**config.mk**
```make
export PLATFORM = sky130hd
export DESIGN_NAME = arp_cache_lru_table_flat
export DESIGN_NICKNAME = d
export VERILOG_FILES = /design/src/rtl/core/arpc_pkg.sv /design/src/rtl/core/arpc_if.sv /design/src/rtl/core/arp_cache_lru_table.sv /design/src/rtl/core/arpc_dp.sv /design/src/rtl/core/arpc_ctrl.sv /design/src/flat_wrapper.sv
export SDC_FILE = /design/constraint.sdc
export NUM_CORES = 2
export LEC_CHECK = 0
export ABC_AREA = 1
export ABC_CLOCK_PERIOD_IN_PS = 5600
export BUFFER_PORTS_ARGS = -buffer_cell sky130_fd_sc_hd__buf_4
export CAP_MARGIN = 10
export CELL_PAD_IN_SITES_DETAIL_PLACEMENT = 0
export CELL_PAD_IN_SITES_GLOBAL_PLACEMENT = 1
export CORE_MARGIN = 4
export CORE_UTILIZATION = 49
export CTS_BUF_LIST = sky130_fd_sc_hd__clkbuf_4 sky130_fd_sc_hd__clkbuf_8
export DETAILED_ROUTE_END_ITERATION = 7
export PLACE_DENSITY = 0.85
export SLEW_MARGIN = 15
export SYNTH_ARGS = -nofsm -noshare
export SYNTH_HDL_FRONTEND = slang
export SYNTH_SLANG_ARGS = --single-unit
```
**constraint.sdc**
```tcl
create_clock -name clk -period 5.6 [get_ports clk]
set_clock_uncertainty 0.1 [all_clocks]
set_input_delay 0.28 -clock clk [delete_from_list [all_inputs] [get_ports clk]]
set_output_delay 0.28 -clock clk [all_outputs]
set_load 0.1 [all_outputs]
```
**src/rtl/core/arpc_pkg.sv**
```systemverilog
// Shared constants, opcodes and controller/datapath link types for the ARP cache.
`timescale 1ns / 1ps

package arpc_pkg;

	// Table geometry.
	localparam int ENTRIES = 10;
	localparam int IDX_W = (ENTRIES > 1) ? $clog2(ENTRIES) : 1;

	// Field widths.
	localparam int IP_W = 32;
	localparam int MAC_W = 48;
	localparam int AGE_W = 7;

	// Ages stop counting at the top of their range.
	localparam logic [AGE_W-1:0] AGE_MAX = {AGE_W{1'b1}};

	// All-ones broadcast MAC returned on a miss.
	localparam logic [MAC_W-1:0] BCAST_MAC = {MAC_W{1'b1}};

	// An empty row holds address zero.
	localparam logic [IP_W-1:0] EMPTY_ADDR = '0;

	// Item opcodes.
	localparam logic OP_LOOKUP = 1'b0;
	localparam logic OP_REMEMBER = 1'b1;

	// Commands from the controller to the datapath.
	typedef struct packed {
		logic load;       // capture the accepted item and restart the scan
		logic idx_inc;    // step the scan index to the next row
		logic age_all;    // age every row by one
		logic lk_hit;     // lookup matched the current row
		logic track;      // follow first empty row and oldest row
		logic write_row;  // write the held pair into the victim row
		logic out_load;   // move the lookup result into the output register
	} arpc_cmd_t;

	// Status from the datapath to the controller.
	typedef struct packed {
		logic match;      // current row address equals the key
		logic empty;      // current row is empty
		logic last;       // current row is the last one
		logic op_rem;     // held item is a remember
	} arpc_stat_t;

endpackage

```
**src/rtl/core/arpc_if.sv**
```systemverilog
// Valid/ready channel interfaces for the ARP cache request and response items.
`timescale 1ns / 1ps

interface arpc_req_if;
	logic valid;
	logic ready;
	logic opcode;
	logic [arpc_pkg::IP_W-1:0] ip_addr;
	logic [arpc_pkg::MAC_W-1:0] mac_in;

	modport source (output valid, output opcode, output ip_addr, output mac_in, input ready);
	modport sink (input valid, input opcode, input ip_addr, input mac_in, output ready);
endinterface

interface arpc_rsp_if;
	logic valid;
	logic ready;
	logic [arpc_pkg::MAC_W-1:0] mac_out;
	logic hit;

	modport source (output valid, output mac_out, output hit, input ready);
	modport sink (input valid, input mac_out, input hit, output ready);
endinterface

```
**src/rtl/core/arp_cache_lru_table.sv**
```systemverilog
// Top level of the ARP cache with age-based replacement.
//
//   channel  dir  payload                      notes
//   req      in   opcode, ip_addr, mac_in      lookup or remember item
//   rsp      out  mac_out, hit                 one item per lookup only
//
// A lookup is accepted, then the scan steps through the rows up to the first
// match or the last row, then the result is loaded into the output register.
// A remember ages every row in its accept cycle, then scans up to the first
// empty row or the last row and writes the held pair into the victim row. The
// row scan takes one row per cycle through a single compare.
// Reset clears all rows at once. A new item is accepted while a result waits;
// a finished lookup holds until the output register is free.
`timescale 1ns / 1ps

module arp_cache_lru_table (
	input  logic           clk,
	input  logic           arst_n,
	arpc_req_if.sink       req,
	arpc_rsp_if.source     rsp
);

	arpc_pkg::arpc_cmd_t  cmd;
	arpc_pkg::arpc_stat_t stat;

	// Sequencer.
	arpc_ctrl u_ctrl (
		.clk        (clk),
		.arst_n     (arst_n),
		.req_valid  (req.valid),
		.req_ready  (req.ready),
		.rsp_valid  (rsp.valid),
		.rsp_ready  (rsp.ready),
		.req_opcode (req.opcode),
		.stat       (stat),
		.cmd        (cmd)
	);

	// Row storage and result.
	arpc_dp u_dp (
		.clk     (clk),
		.arst_n  (arst_n),
		.cmd     (cmd),
		.stat    (stat),
		.opcode  (req.opcode),
		.ip_addr (req.ip_addr),
		.mac_in  (req.mac_in),
		.mac_out (rsp.mac_out),
		.hit     (rsp.hit)
	);

endmodule

```
**src/rtl/core/arpc_dp.sv**
```systemverilog
// Datapath of the ARP cache: row storage, scan index, victim tracking and result register.
`timescale 1ns / 1ps

module arpc_dp (
	input  logic                          clk,
	input  logic                          arst_n,
	input  arpc_pkg::arpc_cmd_t           cmd,
	output arpc_pkg::arpc_stat_t          stat,
	input  logic                          opcode,
	input  logic [arpc_pkg::IP_W-1:0]     ip_addr,
	input  logic [arpc_pkg::MAC_W-1:0]    mac_in,
	output logic [arpc_pkg::MAC_W-1:0]    mac_out,
	output logic                          hit
);

	logic [arpc_pkg::IP_W-1:0]  row_addr_q [arpc_pkg::ENTRIES];
	logic [arpc_pkg::MAC_W-1:0] row_mac_q  [arpc_pkg::ENTRIES];
	logic [arpc_pkg::AGE_W-1:0] row_age_q  [arpc_pkg::ENTRIES];

	logic                        op_q;
	logic [arpc_pkg::IP_W-1:0]   key_q;
	logic [arpc_pkg::MAC_W-1:0]  mac_q;
	logic [arpc_pkg::IDX_W-1:0]  idx_q;
	logic [arpc_pkg::IDX_W-1:0]  victim_q;
	logic [arpc_pkg::AGE_W-1:0]  oldest_q;
	logic                        found_q;
	logic [arpc_pkg::MAC_W-1:0]  out_mac_q;
	logic                        out_hit_q;

	logic [arpc_pkg::IP_W-1:0]   cur_addr;
	logic [arpc_pkg::AGE_W-1:0]  cur_age;

	// Read the row under the scan index.
	assign cur_addr = row_addr_q[idx_q];
	assign cur_age = row_age_q[idx_q];

	assign stat.match = (cur_addr == key_q);
	assign stat.empty = (cur_addr == arpc_pkg::EMPTY_ADDR);
	assign stat.last = (idx_q == arpc_pkg::IDX_W'(arpc_pkg::ENTRIES - 1));
	assign stat.op_rem = (op_q == arpc_pkg::OP_REMEMBER);

	assign mac_out = out_mac_q;
	assign hit = out_hit_q;

	// Scan index, victim search and lookup hit flag.
	always_ff @(posedge clk or negedge arst_n) begin
		if (!arst_n) begin
			idx_q <= '0;
			victim_q <= '0;
			oldest_q <= '0;
			found_q <= 1'b0;
		end else begin
			if (cmd.load) begin
				idx_q <= '0;
				victim_q <= '0;
				oldest_q <= '0;
				found_q <= 1'b0;
			end else if (cmd.idx_inc) begin
				idx_q <= idx_q + arpc_pkg::IDX_W'(1);
			end
			if (cmd.track) begin
				if (stat.empty) begin
					victim_q <= idx_q;
				end else if (cur_age > oldest_q) begin
					oldest_q <= cur_age;
					victim_q <= idx_q;
				end
			end
			if (cmd.lk_hit) begin
				found_q <= 1'b1;
			end
		end
	end

	// Item payload and output payload registers.
	always_ff @(posedge clk) begin
		if (cmd.load) begin
			op_q <= opcode;
			key_q <= ip_addr;
			mac_q <= mac_in;
		end
		if (cmd.out_load) begin
			out_mac_q <= found_q ? row_mac_q[idx_q] : arpc_pkg::BCAST_MAC;
			out_hit_q <= found_q;
		end
	end

	// Row storage: aging, hit refresh and replacement write.
	always_ff @(posedge clk or negedge arst_n) begin
		if (!arst_n) begin
			for (int r = 0; r < arpc_pkg::ENTRIES; r++) begin
				row_addr_q[r] <= '0;
				row_mac_q[r] <= '0;
				row_age_q[r] <= '0;
			end
		end else begin
			if (cmd.age_all) begin
				for (int r = 0; r < arpc_pkg::ENTRIES; r++) begin
					if (row_age_q[r] != arpc_pkg::AGE_MAX) begin
						row_age_q[r] <= row_age_q[r] + arpc_pkg::AGE_W'(1);
					end
				end
			end
			if (cmd.lk_hit) begin
				row_age_q[idx_q] <= '0;
			end
			if (cmd.write_row) begin
				row_addr_q[victim_q] <= key_q;
				row_mac_q[victim_q] <= mac_q;
				row_age_q[victim_q] <= '0;
			end
		end
	end

endmodule

```
**src/rtl/core/arpc_ctrl.sv**
```systemverilog
// Controller of the ARP cache: sequences the scan and owns both channel handshakes.
`timescale 1ns / 1ps

module arpc_ctrl (
	input  logic                 clk,
	input  logic                 arst_n,
	input  logic                 req_valid,
	output logic                 req_ready,
	output logic                 rsp_valid,
	input  logic                 rsp_ready,
	input  logic                 req_opcode,
	input  arpc_pkg::arpc_stat_t stat,
	output arpc_pkg::arpc_cmd_t  cmd
);

	typedef enum logic [2:0] {
		ST_IDLE,
		ST_SCAN,
		ST_WRITE,
		ST_RESP
	} state_t;

	state_t state_q;
	logic   rsp_valid_q;
	logic   req_take;
	logic   rsp_free;

	assign req_ready = (state_q == ST_IDLE);
	assign req_take = req_valid && req_ready;
	assign rsp_valid = rsp_valid_q;
	assign rsp_free = !rsp_valid_q || rsp_ready;

	// Commands decoded from the current state and datapath status.
	// A remember ages every row in the cycle that accepts it.
	always_comb begin
		cmd = '0;
		cmd.load = req_take;
		cmd.age_all = req_take && (req_opcode == arpc_pkg::OP_REMEMBER);
		case (state_q)
			ST_SCAN: begin
				if (stat.op_rem) begin
					cmd.track = 1'b1;
					cmd.idx_inc = !stat.empty && !stat.last;
				end else begin
					cmd.lk_hit = stat.match;
					cmd.idx_inc = !stat.match && !stat.last;
				end
			end
			ST_WRITE: begin
				cmd.write_row = 1'b1;
			end
			ST_RESP: begin
				cmd.out_load = rsp_free;
			end
			default: begin
			end
		endcase
	end

	// State sequence and output valid flag.
	always_ff @(posedge clk or negedge arst_n) begin
		if (!arst_n) begin
			state_q <= ST_IDLE;
			rsp_valid_q <= 1'b0;
		end else begin
			if (cmd.out_load) begin
				rsp_valid_q <= 1'b1;
			end else if (rsp_ready) begin
				rsp_valid_q <= 1'b0;
			end
			case (state_q)
				ST_IDLE: begin
					if (req_take) begin
						state_q <= ST_SCAN;
					end
				end
				ST_SCAN: begin
					if (stat.op_rem) begin
						if (stat.empty || stat.last) begin
							state_q <= ST_WRITE;
						end
					end else if (stat.match || stat.last) begin
						state_q <= ST_RESP;
					end
				end
				ST_WRITE: begin
					state_q <= ST_IDLE;
				end
				ST_RESP: begin
					if (rsp_free) begin
						state_q <= ST_IDLE;
					end
				end
				default: begin
					state_q <= ST_IDLE;
				end
			endcase
		end
	end

endmodule
```
**src/flat_wrapper.sv**
```systemverilog
// flat-port wrapper written by rule: the top's interface ports become plain ports
module arp_cache_lru_table_flat 
  (clk, arst_n, req_valid, req_opcode, req_ip_addr, req_mac_in, req_ready, rsp_valid, rsp_mac_out, rsp_hit, rsp_ready);
  arpc_req_if req_i ();
  arpc_rsp_if rsp_i ();
  input  logic clk;
  input  logic arst_n;
  input wire logic [$bits(req_i.valid)-1:0] req_valid;
  input wire logic [$bits(req_i.opcode)-1:0] req_opcode;
  input wire logic [$bits(req_i.ip_addr)-1:0] req_ip_addr;
  input wire logic [$bits(req_i.mac_in)-1:0] req_mac_in;
  output wire logic [$bits(req_i.ready)-1:0] req_ready;
  output wire logic [$bits(rsp_i.valid)-1:0] rsp_valid;
  output wire logic [$bits(rsp_i.mac_out)-1:0] rsp_mac_out;
  output wire logic [$bits(rsp_i.hit)-1:0] rsp_hit;
  input wire logic [$bits(rsp_i.ready)-1:0] rsp_ready;
  assign req_i.valid = req_valid;
  assign req_i.opcode = req_opcode;
  assign req_i.ip_addr = req_ip_addr;
  assign req_i.mac_in = req_mac_in;
  assign req_ready = req_i.ready;
  assign rsp_valid = rsp_i.valid;
  assign rsp_mac_out = rsp_i.mac_out;
  assign rsp_hit = rsp_i.hit;
  assign rsp_i.ready = rsp_ready;
  arp_cache_lru_table u_core (.clk(clk), .arst_n(arst_n), .req(req_i), .rsp(rsp_i));
endmodule
```
==> impl_metrics.py <==
metrics = {
    "synth": {
        "synth_edf_count": 130,
        "synth_xor_area_share_pct": 0.281,
        "synth-compound-area-share_pct": 14.8,
        "synth_cell_type_count": 42,
        "synth_simple_gate_area_share_pct": 21.5,
        "synth_warnings": 0,
        "synth_area_um2": 46700,
        "syn-num-nets": 5822,
        "ys.flop_type": "dfrtp_1",
        "synth_top_family_by_area": "simple AND/OR/NAND/NOR gates",
        "syn_area_per_cell_um2": 8.17,
        "synth_top_area_cell": "dfrtp_1",
        "synthCells": 5716,
        "synth.area.mux_share_pct": 0.0214,
        "synthTopCellsByCount": "nand2_1, o21ai_0, dfrtp_1",
        "synth_area_leaders": "dfrtp_1, nand2_1, o21ai_0",
        "synth_adder_area_share_pct": 0.563,
        "ys_async_sr_fraction_pct": 87.2,
        "synth.most_common_cell": "nand2_1",
        "ys_ff_latch": 1019,
        "yosysSeqAreaShare_pct": 56.0,
        "synth_top_area_share_pct": 47.7,
    },
    "layout": {
        "drive_gt1_share_pct": 8.59,
        "nFillCells": 8735,
        "stdcell_count": 7283,
        "post-route-cell-area_um2": 53700,
        "area_growth_syn_to_layout_pct": 15.0,
        "nNetsFinal": 5994,
    },
    "floorplan": {
        "rows": 112,
        "ios": 136,
        "die_w_um": 317,
        "dieArea_um2": 100000,
        "core_area_um2": 93900,
        "initial_core_util_pct": 49.7,
        "fp.dieH_um": 317,
    },
    "global_routing": {
        "grt_pass1_vias": 38000,
        "grt_pass1_wl_um": 214000,
        "grt_antenna_before_repair": 1,
        "grt_max_degree": 197,
        "grt_usage_pct": 27.1,
        "overflow": 0,
    },
    "cts": {
        "cts_resized": 0,
        "cts_tree": "built",
        "post_cts_buffers": 0,
        "cts_sinks": 1019,
        "clockRootBuffer": "clkbuf_8",
        "cts_htree_levels": 4,
        "cts_hold_buf": 158,
        "clk_pin_slew_ps": 60,
        "cts_inserted_buffers": 174,
        "cts_buffer_depth": 3,
        "clk_latency_ps": 870,
    },
    "setup_path": {
        "reg2reg_from": "u_core.u_dp.idx_q[1]$_DFFE_PN0P_",
        "arrival_ps": 4820,
        "path_max_fanout": 108,
        "rrSetupSlack_ps": 1390,
        "ff2ff_path_depth": 17,
        "required_ps": 6210,
        "crit_type": "reg -> reg",
        "cp-end-kind": "register",
        "r2r_end": "u_core.u_dp.row_age_q[0]$_DFF_PN0_",
        "start_kind": "register",
    },
    "drt": {
        "vias": 39000,
        "wl_um": 133000,
        "avgRoutedWirePerCell_um": 18.2,
        "drcViolationCount": 0,
        "drt_iter0_drc": 3323,
        "ant_nets": 0,
        "viasPerCell": 5.36,
        "dr.pass1.iters": 6,
    },
    "power_and_ir_drop": {
        "ir_drop_v": 0.000461,
        "power.density_nw_per_um2": 501,
        "power.total_uw": 26900,
        "leakagePower_uw": 0.0252,
    },
    "placed_design": {
        "hpwl_um": 72700,
        "placed_cell_area_um2": 48500,
        "gp_congestion": 0.867,
        "dp.cells": 6808,
        "portBuffers": 135,
    },
    "timing": {
        "worst_slew_pin_slew_ps": 1090,
        "slew_headroom_pct": 27.5,
        "rsz0062_at_grt": "no",
        "fin_crit_sh_pct": 75.2,
        "setup_viol": 0,
        "period_needed_ps": 4210,
        "max_freq_mhz": 238,
        "setup_tns_ps": 0,
        "finalHoldWorstSlack_ps": 80.7,
        "slew_violations": 0,
        "finalHoldViolations": 0,
    },
    "worst_hold_path": {
        "worst_hold_path.endpoint": "u_core.u_dp.key_q[19]$_DFFE_PP_",
        "min_from": "req_ip_addr[19]",
        "hp-class": "in -> reg",
        "whs_path_depth": 2,
    },
    "flow_run": {
        "cap_viol_max_count": 0,
    },
    "outcome": {
        "status": "complete, no violations",
    },
}
==> cell usage in the layout (no fill, tap or decap), types with 3 or more instances in the layout <==
cell type      instances
o21ai_0             1139
inv_1                450
clkbuf_8             201
o22ai_1               48
inv_6                  3
a21oi_1              123
o211ai_1               4
dlygate4sd3_1        157
a211oi_1              11
xor2_1                13
buf_4                175
o31ai_1                7
nand2_4                9
or2_2                  3
ha_1                  21
a21o_1                 3
nand4_4                5
clkinv_2              13
nor2_1               345
nand4_2                4
edfxtp_1             130
clkinv_8               3
dfrtp_1              886
nor2_4                 4
clkinv_1              24
nand2_1             1848
o21ai_1               12
buf_12                14
clkbuf_4              63
nor4_1                 3
clkinvlp_4             4
nor3_1                39
nand4_1              106
nand3_1              129
inv_8                  4
==> logic make-up (layout without fill, tap and decap cells) <==
kind of cell	count (synthesis)	after routing
AND/OR/NAND/NOR	2504	2504
AO/OA/AOI/OAI	1350	1350
flip-flops	1019	1019
buffers and inverters	806	1117
adder cells (fa/ha/maj)	21	21
XOR/XNOR	15	15
multiplexers	1	1
other	0	2
==> critical path: stages (launching register included) <==
cell     delay (ps)
dfrtp_4         580
inv_6           730
buf_4           460
nand2_1          90
nand3_1          80
nand2_1          60
nand2_1          70
nand3_1         110
nand2_1         100
nand2_1          60
nor2_1          190
nand2_1          80
nor2_1          120
nand3_1          70
nor2_1          570
nand2_1         190
inv_1           210
a21oi_1          90
==> flip-flops by register name, summed over array words and instances (netlist names) <==
signal / cells
u_core.u_dp.oldest_q: 7
u_core.u_dp.row_mac_q: 480
u_core.u_dp.row_addr_q: 320
u_core.u_dp.key_q: 32
u_core.u_dp.found_q: 1
u_core.u_dp.hit: 1
u_core.u_dp.idx_q: 4
u_core.u_dp.victim_q: 4
u_core.u_dp.op_q: 1
u_core.u_dp.mac_q: 48
u_core.u_ctrl.state_q: 2
u_core.u_dp.row_age_q: 70
u_core.u_ctrl.rsp_valid: 1
u_core.u_dp.mac_out: 48
==> metrics by stage <==
stage / setup WS [ps] / util, %
floorplan: 714 / -
global placement: 1470 / 51.7
detailed placement: 1430 / 51.7
CTS: 1400 / 57.2
global route: 1090 / 57.2
finish: 1390 / 57.2
==> routing by layer <==
metal / routed length, um / vias up / track usage (%) / part of all wire [%]
li1: - / 18900 / - / -
met2: 63400 / 1072 / 45.2 / 48
met3: 6720 / 189 / 3.64 / 5.1
met5: 0 / - / 0 / 0
met4: 2880 / 0 / 7.43 / 2.2
met1: 59700 / 18900 / 37.4 / 45
==> where the power goes <==
| group | switching, uW | internal (uW) |
|---|---|---|
| sequential | 1170 | 9690 |
| clock | 3090 | 3750 |
| combinational | 6290 | 2920 |
| total | 10600 | 16400 |
==> how the worst max path moves through the flow <==
stage	start	slack (ps)	endpoint	depth (start not counted)
2_1_floorplan	u_core.u_ctrl.state_q[0]$_DFFE_PN0P_	710	u_core.u_dp.row_age_q[68]$_DFF_PN0_	13
3_3_place_gp	u_core.u_dp.idx_q[1]$_DFFE_PN0P_	1470	u_core.u_dp.row_age_q[3]$_DFF_PN0_	17
3_5_place_dp	u_core.u_dp.idx_q[1]$_DFFE_PN0P_	1430	u_core.u_dp.row_age_q[2]$_DFF_PN0_	14
4_1_cts	u_core.u_dp.idx_q[1]$_DFFE_PN0P_	1400	u_core.u_dp.oldest_q[4]$_DFF_PN0_	14
5_1_grt	u_core.u_dp.idx_q[1]$_DFFE_PN0P_	1090	u_core.u_dp.row_age_q[0]$_DFF_PN0_	17
6_report	u_core.u_dp.idx_q[1]$_DFFE_PN0P_	1390	u_core.u_dp.row_age_q[0]$_DFF_PN0_	17
==> final cells by class <==
type	instances	area, um2	share of cell area, %
antenna	2	5.00	0.00932
clock buffer	264	3240	6.03
clock inverter	51	339	0.632
inverter	454	1720	3.21
multi-input combinational	3891	17400	32.5
sequential	1019	26200	48.7
tap	1254	1570	2.92
timing repair buffer	348	3210	5.98
Power figures use the tool's default switching activity.
